`src/sv/hse_pkg.sv`:
```
package hse_pkg;

   localparam int ELEM_W = 32;

   typedef enum logic [3:0] {
      CMD_NONE        = 4'd0,
      CMD_TAKE        = 4'd1,
      CMD_TAKE_LAST   = 4'd2,
      CMD_BUILD_FETCH = 4'd3,
      CMD_LATCH_ROOT  = 4'd4,
      CMD_SIFT_READ   = 4'd5,
      CMD_SIFT_STEP   = 4'd6,
      CMD_SORT_INIT   = 4'd7,
      CMD_SORT_FETCH  = 4'd8,
      CMD_SORT_SWAP   = 4'd9,
      CMD_OUT_INIT    = 4'd10,
      CMD_OUT_READ    = 4'd11,
      CMD_OUT_LOAD    = 4'd12,
      CMD_OUT_SEND    = 4'd13
   } dp_cmd_type;

   typedef struct packed {
      logic outer_zero;
      logic outer_le1;
      logic left_ok;
      logic moving;
      logic out_last;
   } dp_status_type;

endpackage

```
`src/sv/hse_dp.sv`:
```
module hse_dp #(
   parameter int CAPACITY   = 64,
   parameter int DATA_WIDTH = 32
) (
   input  logic                          clock,
   input  logic                          reset,
   input  hse_pkg::dp_cmd_type           cmd,
   input  logic [hse_pkg::ELEM_W-1:0]    in_value,
   output hse_pkg::dp_status_type        status,
   output logic [hse_pkg::ELEM_W-1:0]    out_value,
   output logic                          out_end,
   output logic                          out_ovf
);
   import hse_pkg::*;

   localparam int IW = $clog2(CAPACITY);
   localparam int CW = $clog2(CAPACITY + 1);
   localparam int XW = IW + 2;

   logic signed [DATA_WIDTH-1:0] mem [CAPACITY];

   logic [CW-1:0]                count_ff, count_in;
   logic                         ovf_ff, ovf_in;
   logic [CW-1:0]                outer_ff, outer_in;
   logic [IW-1:0]                node_ff, node_in;
   logic [CW-1:0]                size_ff, size_in;
   logic signed [DATA_WIDTH-1:0] val_ff, val_in;
   logic signed [DATA_WIDTH-1:0] rd_a_ff, rd_b_ff;
   logic [ELEM_W-1:0]            sorted_ff, sorted_in;
   logic                         end_ff, end_in;

   logic                         we;
   logic [IW-1:0]                wa, ra, rb;
   logic signed [DATA_WIDTH-1:0] wd;

   logic signed [DATA_WIDTH-1:0] in_conv;
   logic [ELEM_W-1:0]            out_conv;

   logic                         count_full;
   logic [CW-1:0]                count_nx, outer_dec;
   logic [XW-1:0]                left_x, right_x, size_x;
   logic                         left_ok, right_ok, left_big, right_big, moving, sift_done;
   logic signed [DATA_WIDTH-1:0] top_val, child_val;
   logic [IW-1:0]                child_idx;

   generate
      if (DATA_WIDTH <= ELEM_W) begin : g_in_narrow
         assign in_conv = in_value[DATA_WIDTH-1:0];
      end else begin : g_in_wide
         assign in_conv = {{(DATA_WIDTH-ELEM_W){in_value[ELEM_W-1]}}, in_value};
      end
      if (DATA_WIDTH >= ELEM_W) begin : g_out_wide
         assign out_conv = rd_a_ff[ELEM_W-1:0];
      end else begin : g_out_narrow
         assign out_conv = {{(ELEM_W-DATA_WIDTH){rd_a_ff[DATA_WIDTH-1]}}, rd_a_ff};
      end
   endgenerate

   assign count_full = (count_ff == CW'(CAPACITY));
   assign count_nx   = count_full ? count_ff : count_ff + CW'(1);
   assign outer_dec  = outer_ff - CW'(1);

   // children of node: 2n+1 and 2n+2
   assign left_x   = {1'b0, node_ff, 1'b1};
   assign right_x  = left_x + XW'(1);
   assign size_x   = XW'(size_ff);
   assign left_ok  = left_x < size_x;
   assign right_ok = right_x < size_x;

   assign left_big  = rd_a_ff > val_ff;
   assign top_val   = left_big ? rd_a_ff : val_ff;
   assign right_big = right_ok && (rd_b_ff > top_val);
   assign moving    = left_big || right_big;
   assign child_idx = right_big ? right_x[IW-1:0] : left_x[IW-1:0];
   assign child_val = right_big ? rd_b_ff : rd_a_ff;

   assign sift_done = ((cmd == CMD_SIFT_READ) && !left_ok) ||
                      ((cmd == CMD_SIFT_STEP) && !moving);

   always_comb begin
      count_in  = count_ff;
      ovf_in    = ovf_ff;
      outer_in  = sift_done ? outer_dec : outer_ff;
      node_in   = node_ff;
      size_in   = size_ff;
      val_in    = val_ff;
      sorted_in = sorted_ff;
      end_in    = end_ff;
      we        = 1'b0;
      wa        = node_ff;
      wd        = val_ff;
      ra        = '0;
      rb        = '0;
      case (cmd)
         CMD_TAKE, CMD_TAKE_LAST: begin
            if (count_full) begin
               ovf_in = 1'b1;
            end else begin
               we       = 1'b1;
               wa       = count_ff[IW-1:0];
               wd       = in_conv;
               count_in = count_nx;
            end
            if (cmd == CMD_TAKE_LAST) begin
               outer_in = count_nx >> 1;
            end
         end
         CMD_BUILD_FETCH: begin
            ra      = outer_dec[IW-1:0];
            node_in = outer_dec[IW-1:0];
            size_in = count_ff;
         end
         CMD_LATCH_ROOT: begin
            val_in = rd_a_ff;
         end
         CMD_SIFT_READ: begin
            if (left_ok) begin
               ra = left_x[IW-1:0];
               rb = right_ok ? right_x[IW-1:0] : left_x[IW-1:0];
            end else begin
               we = 1'b1;
            end
         end
         CMD_SIFT_STEP: begin
            we = 1'b1;
            if (moving) begin
               wd      = child_val;
               node_in = child_idx;
            end
         end
         CMD_SORT_INIT: begin
            outer_in = count_ff;
         end
         CMD_SORT_FETCH: begin
            ra = '0;
            rb = outer_dec[IW-1:0];
         end
         CMD_SORT_SWAP: begin
            we      = 1'b1;
            wa      = outer_dec[IW-1:0];
            wd      = rd_a_ff;
            val_in  = rd_b_ff;
            node_in = '0;
            size_in = outer_dec;
         end
         CMD_OUT_INIT: begin
            outer_in = '0;
         end
         CMD_OUT_READ: begin
            ra = outer_ff[IW-1:0];
         end
         CMD_OUT_LOAD: begin
            sorted_in = out_conv;
            end_in    = (outer_ff + CW'(1)) == count_ff;
         end
         CMD_OUT_SEND: begin
            if (end_ff) begin
               count_in = '0;
               ovf_in   = 1'b0;
            end else begin
               outer_in = outer_ff + CW'(1);
            end
         end
         default: begin
         end
      endcase
   end

   always_ff @(posedge clock) begin
      if (we) begin
         mem[wa] <= wd;
      end
      rd_a_ff <= mem[ra];
      rd_b_ff <= mem[rb];
   end

   always_ff @(posedge clock) begin
      if (reset) begin
         count_ff <= '0;
         ovf_ff   <= 1'b0;
         outer_ff <= '0;
         end_ff   <= 1'b0;
      end else begin
         count_ff <= count_in;
         ovf_ff   <= ovf_in;
         outer_ff <= outer_in;
         end_ff   <= end_in;
      end
   end

   always_ff @(posedge clock) begin
      node_ff   <= node_in;
      size_ff   <= size_in;
      val_ff    <= val_in;
      sorted_ff <= sorted_in;
   end

   assign status.outer_zero = (outer_ff == '0);
   assign status.outer_le1  = (outer_ff <= CW'(1));
   assign status.left_ok    = left_ok;
   assign status.moving     = moving;
   assign status.out_last   = end_ff;

   assign out_value = sorted_ff;
   assign out_end   = end_ff;
   assign out_ovf   = ovf_ff;

endmodule

```
`src/sv/hse_ctrl.sv`:
```
module hse_ctrl (
   input  logic                   clock,
   input  logic                   reset,
   input  logic                   req_tvalid,
   input  logic                   req_tlast,
   input  logic                   rsp_tready,
   input  hse_pkg::dp_status_type status,
   output logic                   req_tready,
   output logic                   rsp_tvalid,
   output hse_pkg::dp_cmd_type    cmd
);
   import hse_pkg::*;

   typedef enum logic [9:0] {
      ST_IDLE      = 10'b00_0000_0001,
      ST_BUILD_CHK = 10'b00_0000_0010,
      ST_BUILD_GET = 10'b00_0000_0100,
      ST_SIFT_RD   = 10'b00_0000_1000,
      ST_SIFT_CMP  = 10'b00_0001_0000,
      ST_SORT_CHK  = 10'b00_0010_0000,
      ST_SORT_SWAP = 10'b00_0100_0000,
      ST_OUT_READ  = 10'b00_1000_0000,
      ST_OUT_LOAD  = 10'b01_0000_0000,
      ST_OUT_WAIT  = 10'b10_0000_0000
   } state_type;

   state_type state_ff, state_in;
   logic      phase_ff, phase_in;   // 1 while in the extraction phase
   state_type after_sift;

   assign after_sift = phase_ff ? ST_SORT_CHK : ST_BUILD_CHK;
   assign req_tready = (state_ff == ST_IDLE);
   assign rsp_tvalid = (state_ff == ST_OUT_WAIT);

   always_comb begin
      state_in = state_ff;
      phase_in = phase_ff;
      cmd      = CMD_NONE;
      case (state_ff)
         ST_IDLE: begin
            if (req_tvalid) begin
               if (req_tlast) begin
                  cmd      = CMD_TAKE_LAST;
                  phase_in = 1'b0;
                  state_in = ST_BUILD_CHK;
               end else begin
                  cmd = CMD_TAKE;
               end
            end
         end
         ST_BUILD_CHK: begin
            if (status.outer_zero) begin
               cmd      = CMD_SORT_INIT;
               phase_in = 1'b1;
               state_in = ST_SORT_CHK;
            end else begin
               cmd      = CMD_BUILD_FETCH;
               state_in = ST_BUILD_GET;
            end
         end
         ST_BUILD_GET: begin
            cmd      = CMD_LATCH_ROOT;
            state_in = ST_SIFT_RD;
         end
         ST_SIFT_RD: begin
            cmd      = CMD_SIFT_READ;
            state_in = status.left_ok ? ST_SIFT_CMP : after_sift;
         end
         ST_SIFT_CMP: begin
            cmd      = CMD_SIFT_STEP;
            state_in = status.moving ? ST_SIFT_RD : after_sift;
         end
         ST_SORT_CHK: begin
            if (status.outer_le1) begin
               cmd      = CMD_OUT_INIT;
               state_in = ST_OUT_READ;
            end else begin
               cmd      = CMD_SORT_FETCH;
               state_in = ST_SORT_SWAP;
            end
         end
         ST_SORT_SWAP: begin
            cmd      = CMD_SORT_SWAP;
            state_in = ST_SIFT_RD;
         end
         ST_OUT_READ: begin
            cmd      = CMD_OUT_READ;
            state_in = ST_OUT_LOAD;
         end
         ST_OUT_LOAD: begin
            cmd      = CMD_OUT_LOAD;
            state_in = ST_OUT_WAIT;
         end
         ST_OUT_WAIT: begin
            if (rsp_tready) begin
               cmd      = CMD_OUT_SEND;
               state_in = status.out_last ? ST_IDLE : ST_OUT_READ;
            end
         end
         default: begin
            state_in = ST_IDLE;
         end
      endcase
   end

   always_ff @(posedge clock) begin
      if (reset) begin
         state_ff <= ST_IDLE;
         phase_ff <= 1'b0;
      end else begin
         state_ff <= state_in;
         phase_ff <= phase_in;
      end
   end

endmodule

```
`src/sv/heap_sort_engine.sv`:
```
// channel | dir | handshake             | payload
// req     | in  | req_tvalid/req_tready | tdata: element_value; tlast: end_of_set
// rsp     | out | rsp_tvalid/rsp_tready | tdata: sorted_value; tlast: end_of_run;
//         |     |                       | tuser: overflowed
//
// Loading takes one word per cycle while idle. After the closing word the set is
// heapsorted in the element memory; each sift level is a child read followed by a
// compare and write. Each result is then read, loaded and shown until it is taken;
// the next one is not read before that. reset clears count, overflow flag and
// controller state; the memory is not cleared. While results stall, req_tready
// stays low.
module heap_sort_engine #(
   parameter int CAPACITY   = 64,
   parameter int DATA_WIDTH = 32
) (
   input  logic                       clock,
   input  logic                       reset,
   input  logic                       req_tvalid,
   output logic                       req_tready,
   input  logic [hse_pkg::ELEM_W-1:0] req_tdata,   // [31:0] element_value
   input  logic                       req_tlast,
   output logic                       rsp_tvalid,
   input  logic                       rsp_tready,
   output logic [hse_pkg::ELEM_W-1:0] rsp_tdata,   // [31:0] sorted_value
   output logic                       rsp_tlast,
   output logic                       rsp_tuser    // [0] overflowed
);
   import hse_pkg::*;

   dp_cmd_type    cmd;
   dp_status_type status;

   hse_ctrl u_ctrl (
      .clock      (clock),
      .reset      (reset),
      .req_tvalid (req_tvalid),
      .req_tlast  (req_tlast),
      .rsp_tready (rsp_tready),
      .status     (status),
      .req_tready (req_tready),
      .rsp_tvalid (rsp_tvalid),
      .cmd        (cmd)
   );

   hse_dp #(
      .CAPACITY   (CAPACITY),
      .DATA_WIDTH (DATA_WIDTH)
   ) u_dp (
      .clock     (clock),
      .reset     (reset),
      .cmd       (cmd),
      .in_value  (req_tdata),
      .status    (status),
      .out_value (rsp_tdata),
      .out_end   (rsp_tlast),
      .out_ovf   (rsp_tuser)
   );

endmodule

```
`config.mk`:
```
export PLATFORM = sky130hd
export DESIGN_NAME = heap_sort_engine
export DESIGN_NICKNAME = d
export VERILOG_FILES = /design/src/sv/hse_pkg.sv /design/src/sv/hse_dp.sv /design/src/sv/hse_ctrl.sv /design/src/sv/heap_sort_engine.sv
export SDC_FILE = /design/constraint.sdc
export NUM_CORES = 2
export LEC_CHECK = 0
export CAP_MARGIN = 30
export CELL_PAD_IN_SITES_DETAIL_PLACEMENT = 1
export CELL_PAD_IN_SITES_GLOBAL_PLACEMENT = 1
export CORE_MARGIN = 10
export CORE_UTILIZATION = 30
export DETAILED_ROUTE_END_ITERATION = 10
export DONT_BUFFER_PORTS = 1
export PLACE_DENSITY = 0.57
export SYNTH_ARGS = -nofsm -noshare
export SYNTH_HDL_FRONTEND = slang
export SYNTH_SLANG_ARGS = --single-unit
```
`constraint.sdc`:
```
create_clock -name clock -period 11.8 [get_ports clock]
set_input_delay 2.36 -clock clock [delete_from_list [all_inputs] [get_ports clock]]
set_output_delay 2.36 -clock clock [all_outputs]
set_load 0.01 [all_outputs]
```
==> flow_summary_export.csv <==
group,metric,value,unit
route,vias,86300,
die,dieArea,383000,sq um
route,drt-vias-per-instance,6.08,
global_route,grt_start_max_net_pins,130,
synthesis,netlist_instances,9323,
synthesis,synth_xor_area_frac,0.00285,
finish,multi_input_area,39400,sq um
critical_path,reg2regPathDepth,26,
timing,period_minus_slack,7.26,ns
timing,rsz0062_at_grt,"no",
synthesis,synth-seq-area-share,0.611,
synthesis,synth_nets,9443,
die,rows,219,
die,ios,73,
synthesis,synth.largest_area_cell,"edfxtp_1",
critical_path,critPathArrivalTime,7.82,ns
critical_path,reg2reg_from,"u_dp.val_ff[27]$_DFFE_PP_",
global_route,grt_pass1_wl,693000,microns
global_route,gr-total-overflow,0,
finish,fillers,38500,
critical_path,start_kind,"flip-flop",
global_route,grt_pass1_vias,86100,
route,drtAntennaViolNets,0,
worst_hold_path,hold_path_startpoint,"u_ctrl.phase_ff$_SDFFE_PP0P_",
critical_path,path_max_fanout,65,
synthesis,synth_compound_area_frac,0.0817,
cts,cts_tree,"yes",
synthesis,yosysTopAreaCellShare,0.594,
synthesis,synth_seq_cells,2216,
cts,clkTransAtPathRegs,0.06,ns
cts,clk_path_buf_depth,4,
synthesis,yosysWarnings,0,
power,p_leak,39.3,nW
cts,htree_num_levels,4,
placed_design,dp_hpwl,299000,microns
timing,slew_headroom,0.175,
timing,post-route-period-util,0.615,
finish,regArea,65600,sq um
global_route,antenna_found_initial,66,
timing,setup_viol,0,
finish,layout_commonest_cell,"edfxtp_1",
synthesis,synthesis.area,107000,sq um
route,wirelength,507000,microns
synthesis,yosys.area_share.adder,0.00966,
synthesis,synth_top_family_by_area,"simple AND/OR/NAND/NOR gates",
route,drtIter0Drc,11500,
finish,layout.cells.non_filler,14200,
synthesis,synth-simple-area-share,0.155,
worst_hold_path,whs_path_depth,2,
worst_hold_path,hold_path.class,"reg -> reg",
synthesis,ys_types,81,
cts,cts_setup_buffers,0,
route,wire_per_inst,35.7,microns
critical_path,cp.required,12.36,ns
cts,cts_buffers,248,
timing,fin_skew,0.100,ns
worst_hold_path,holdPathEnd,"u_ctrl.phase_ff$_SDFFE_PP0P_",
synthesis,synth_area_leaders,"edfxtp_1 (59%), mux2i_1 (10%), nand2_1 (7.2%)",
finish,final_nets,9314,
timing,final_hold_viol_count,0,
finish,final_cell_mix,"edfxtp_1 (2125), nand2_1 (2034), mux2i_1 (1074)",
cts,cts_hold_buf,0,
placed_design,port_buffers,0,
synthesis,muxShareOfSynthArea,0.107,
die,core_area,356000,sq um
cts,cts-resized-gates,0,
timing,worst_pin_slew,1.24,ns
placed_design,numPlacedInstances,13700,
global_route,track_usage,0.253,
die,die_h,619,microns
finish,drive_gt1_frac,0.0941,
die,initial_core_util,0.302,
synthesis,yosys_most_used_dff,"edfxtp_1",
finish,syn_to_final_growth,14.1,%
timing,slew_violations,0,
cts,cts-root-buf,"clkbuf_16",
power,peakVddDrop,0.126,mV
cts,worstSkewPairLatency,0.96,ns
synthesis,async_flop_share,0,
run_status,status,"finished clean",
route,drc,0,
route,drtPass1Iterations,9,
die,die_w,619,microns
timing,finalSetupTns,0,ns
critical_path,crit_type,"reg -> reg",
cts,cts.sinks,2216,
critical_path,r2r_setup_slack,4.54,ns
placed_design,routabilityCongestion,0.889,
power,p_per_area,141,nW/um^2
critical_path,reg2reg_to,"u_dp.mem[27][2]$_DFFE_PP_",
timing,fmax,138,MHz
flow_run,max_cap_violations,0,
synthesis,synth_area_per_cell,11.5,sq um
synthesis,synth_edf_count,2125,
critical_path,end_kind,"flip-flop",
==> layer usage <==
layer / GRT usage / wire length [microns] / vias up
met4: 0.127 / 27900 / 36
met3: 0.0505 / 47700 / 1208
li1: - / - / 34900
met2: 0.391 / 224000 / 4807
met1: 0.336 / 206000 / 45400
met5: 0 / 291 / -
==> per-stage QoR <==
stage               setup WS, ns   util  hold slack (ns)  power [W]  cell area (sq um)
floorplan                   3.74      -            0.445    0.00915             107000
global placement            4.20  0.319            0.462    0.00939             114000
detailed placement          4.16  0.321            0.469    0.00942             114000
CTS                         4.70  0.344            0.479     0.0173             122000
global route                4.24  0.344            0.504     0.0177             123000
finish                      4.54  0.344            0.481     0.0173             123000
==> cells in the mapped netlist, types with 23 or more instances <==
cell type  count
o22a_1        84
mux4_2        33
edfxtp_1    2125
nor2_1       299
inv_1         67
or3_1         46
nor3_1       111
buf_2        286
a221oi_1      23
a311oi_1      31
ha_1          83
o22ai_1      419
nand4_1       55
nor4_1        31
nand3_1     1007
a222oi_1      36
dfxtp_1       91
xnor2_1       23
a211oi_1      26
mux2i_1     1074
o221ai_1      88
clkbuf_1     267
buf_1        109
a21o_1        24
buf_6         30
and3_1       144
a31oi_1      168
a21oi_1      202
nand2_1     2061
o21ai_0       65
==> flip-flops by register name, indices dropped and copies added, names as in the netlist, 10 cells and up <==
name / cells
u_dp.out_conv: 32
u_ctrl.state_ff: 10
u_dp.mem: 2048
u_dp.out_value: 32
u_dp.rd_b_ff: 32
u_dp.val_ff: 32
==> logic make-up after synthesis <==
logic type / Yosys count
xor gates and xnor gates: 35
AOI/OAI and AO/OA: 1291
and+or+nand+nor: 3822
DFF: 2216
adders and majority gates: 83
buffers and inverters: 766
muxes: 1110
==> worst max-delay path by stage <==
| stage | startpoint | endpoint | cells past startpoint |
|---|---|---|---|
| finish | u_dp.val_ff[27]$_DFFE_PP_ | u_dp.mem[27][2]$_DFFE_PP_ | 26 |
| global route | u_dp.val_ff[14]$_DFFE_PP_ | u_dp.mem[13][2]$_DFFE_PP_ | 24 |
| CTS | u_dp.val_ff[27]$_DFFE_PP_ | u_dp.mem[2][2]$_DFFE_PP_ | 26 |
| detailed placement | req_tvalid | u_dp.rd_b_ff[1]$_DFF_P_ | 14 |
| global placement | req_tvalid | u_dp.rd_b_ff[12]$_DFF_P_ | 15 |
| floorplan | u_dp.val_ff[5]$_DFFE_PP_ | u_dp.mem[0][12]$_DFFE_PP_ | 23 |
==> report_power, final <==
group	switching, W	leakage [nW]	internal [W]	total [W]
registers	0.0000342	20.0	0.00872	0.00875
logic	0.000407	15.4	0.000112	0.000519
clock network	0.00337	3.96	0.00462	0.00800
total	0.00381	39.3	0.0135	0.0173
==> critical path, cell delays in order (launching register included) <==
cell and delay (ns):
edfxtp_1 0.40, inv_1 0.06, ha_1 0.32, nand4_1 0.13
nor2_1 0.21, o21ai_0 0.13, a21oi_1 0.16, nor3_1 0.10
o221ai_1 0.22, o211a_4 0.53, buf_12 0.32, mux2i_1 0.25
ha_1 0.27, nor2b_1 0.14, o21ai_0 0.16, nand2b_1 0.09
a21oi_1 0.17, o21ai_0 0.20, a311oi_1 0.42, or3_1 0.75
buf_4 0.41, nor2_1 0.07, a31oi_1 0.17, o311ai_0 0.16
buf_4 0.18, nand2_2 0.10, buf_4 0.63
==> final cells by class <==
| class | count | area share |
|---|---|---|
| diodes | 40 | 0.000816 |
| repair buffers | 320 | 0.0253 |
| clock buffers | 329 | 0.0550 |
| inverters | 67 | 0.00205 |
| flip-flops and latches | 2216 | 0.535 |
| multi-input cells | 6341 | 0.322 |
| well taps | 4751 | 0.0485 |
| clock inverters | 124 | 0.0115 |
Note: power is estimated with default switching activity, not from simulation.
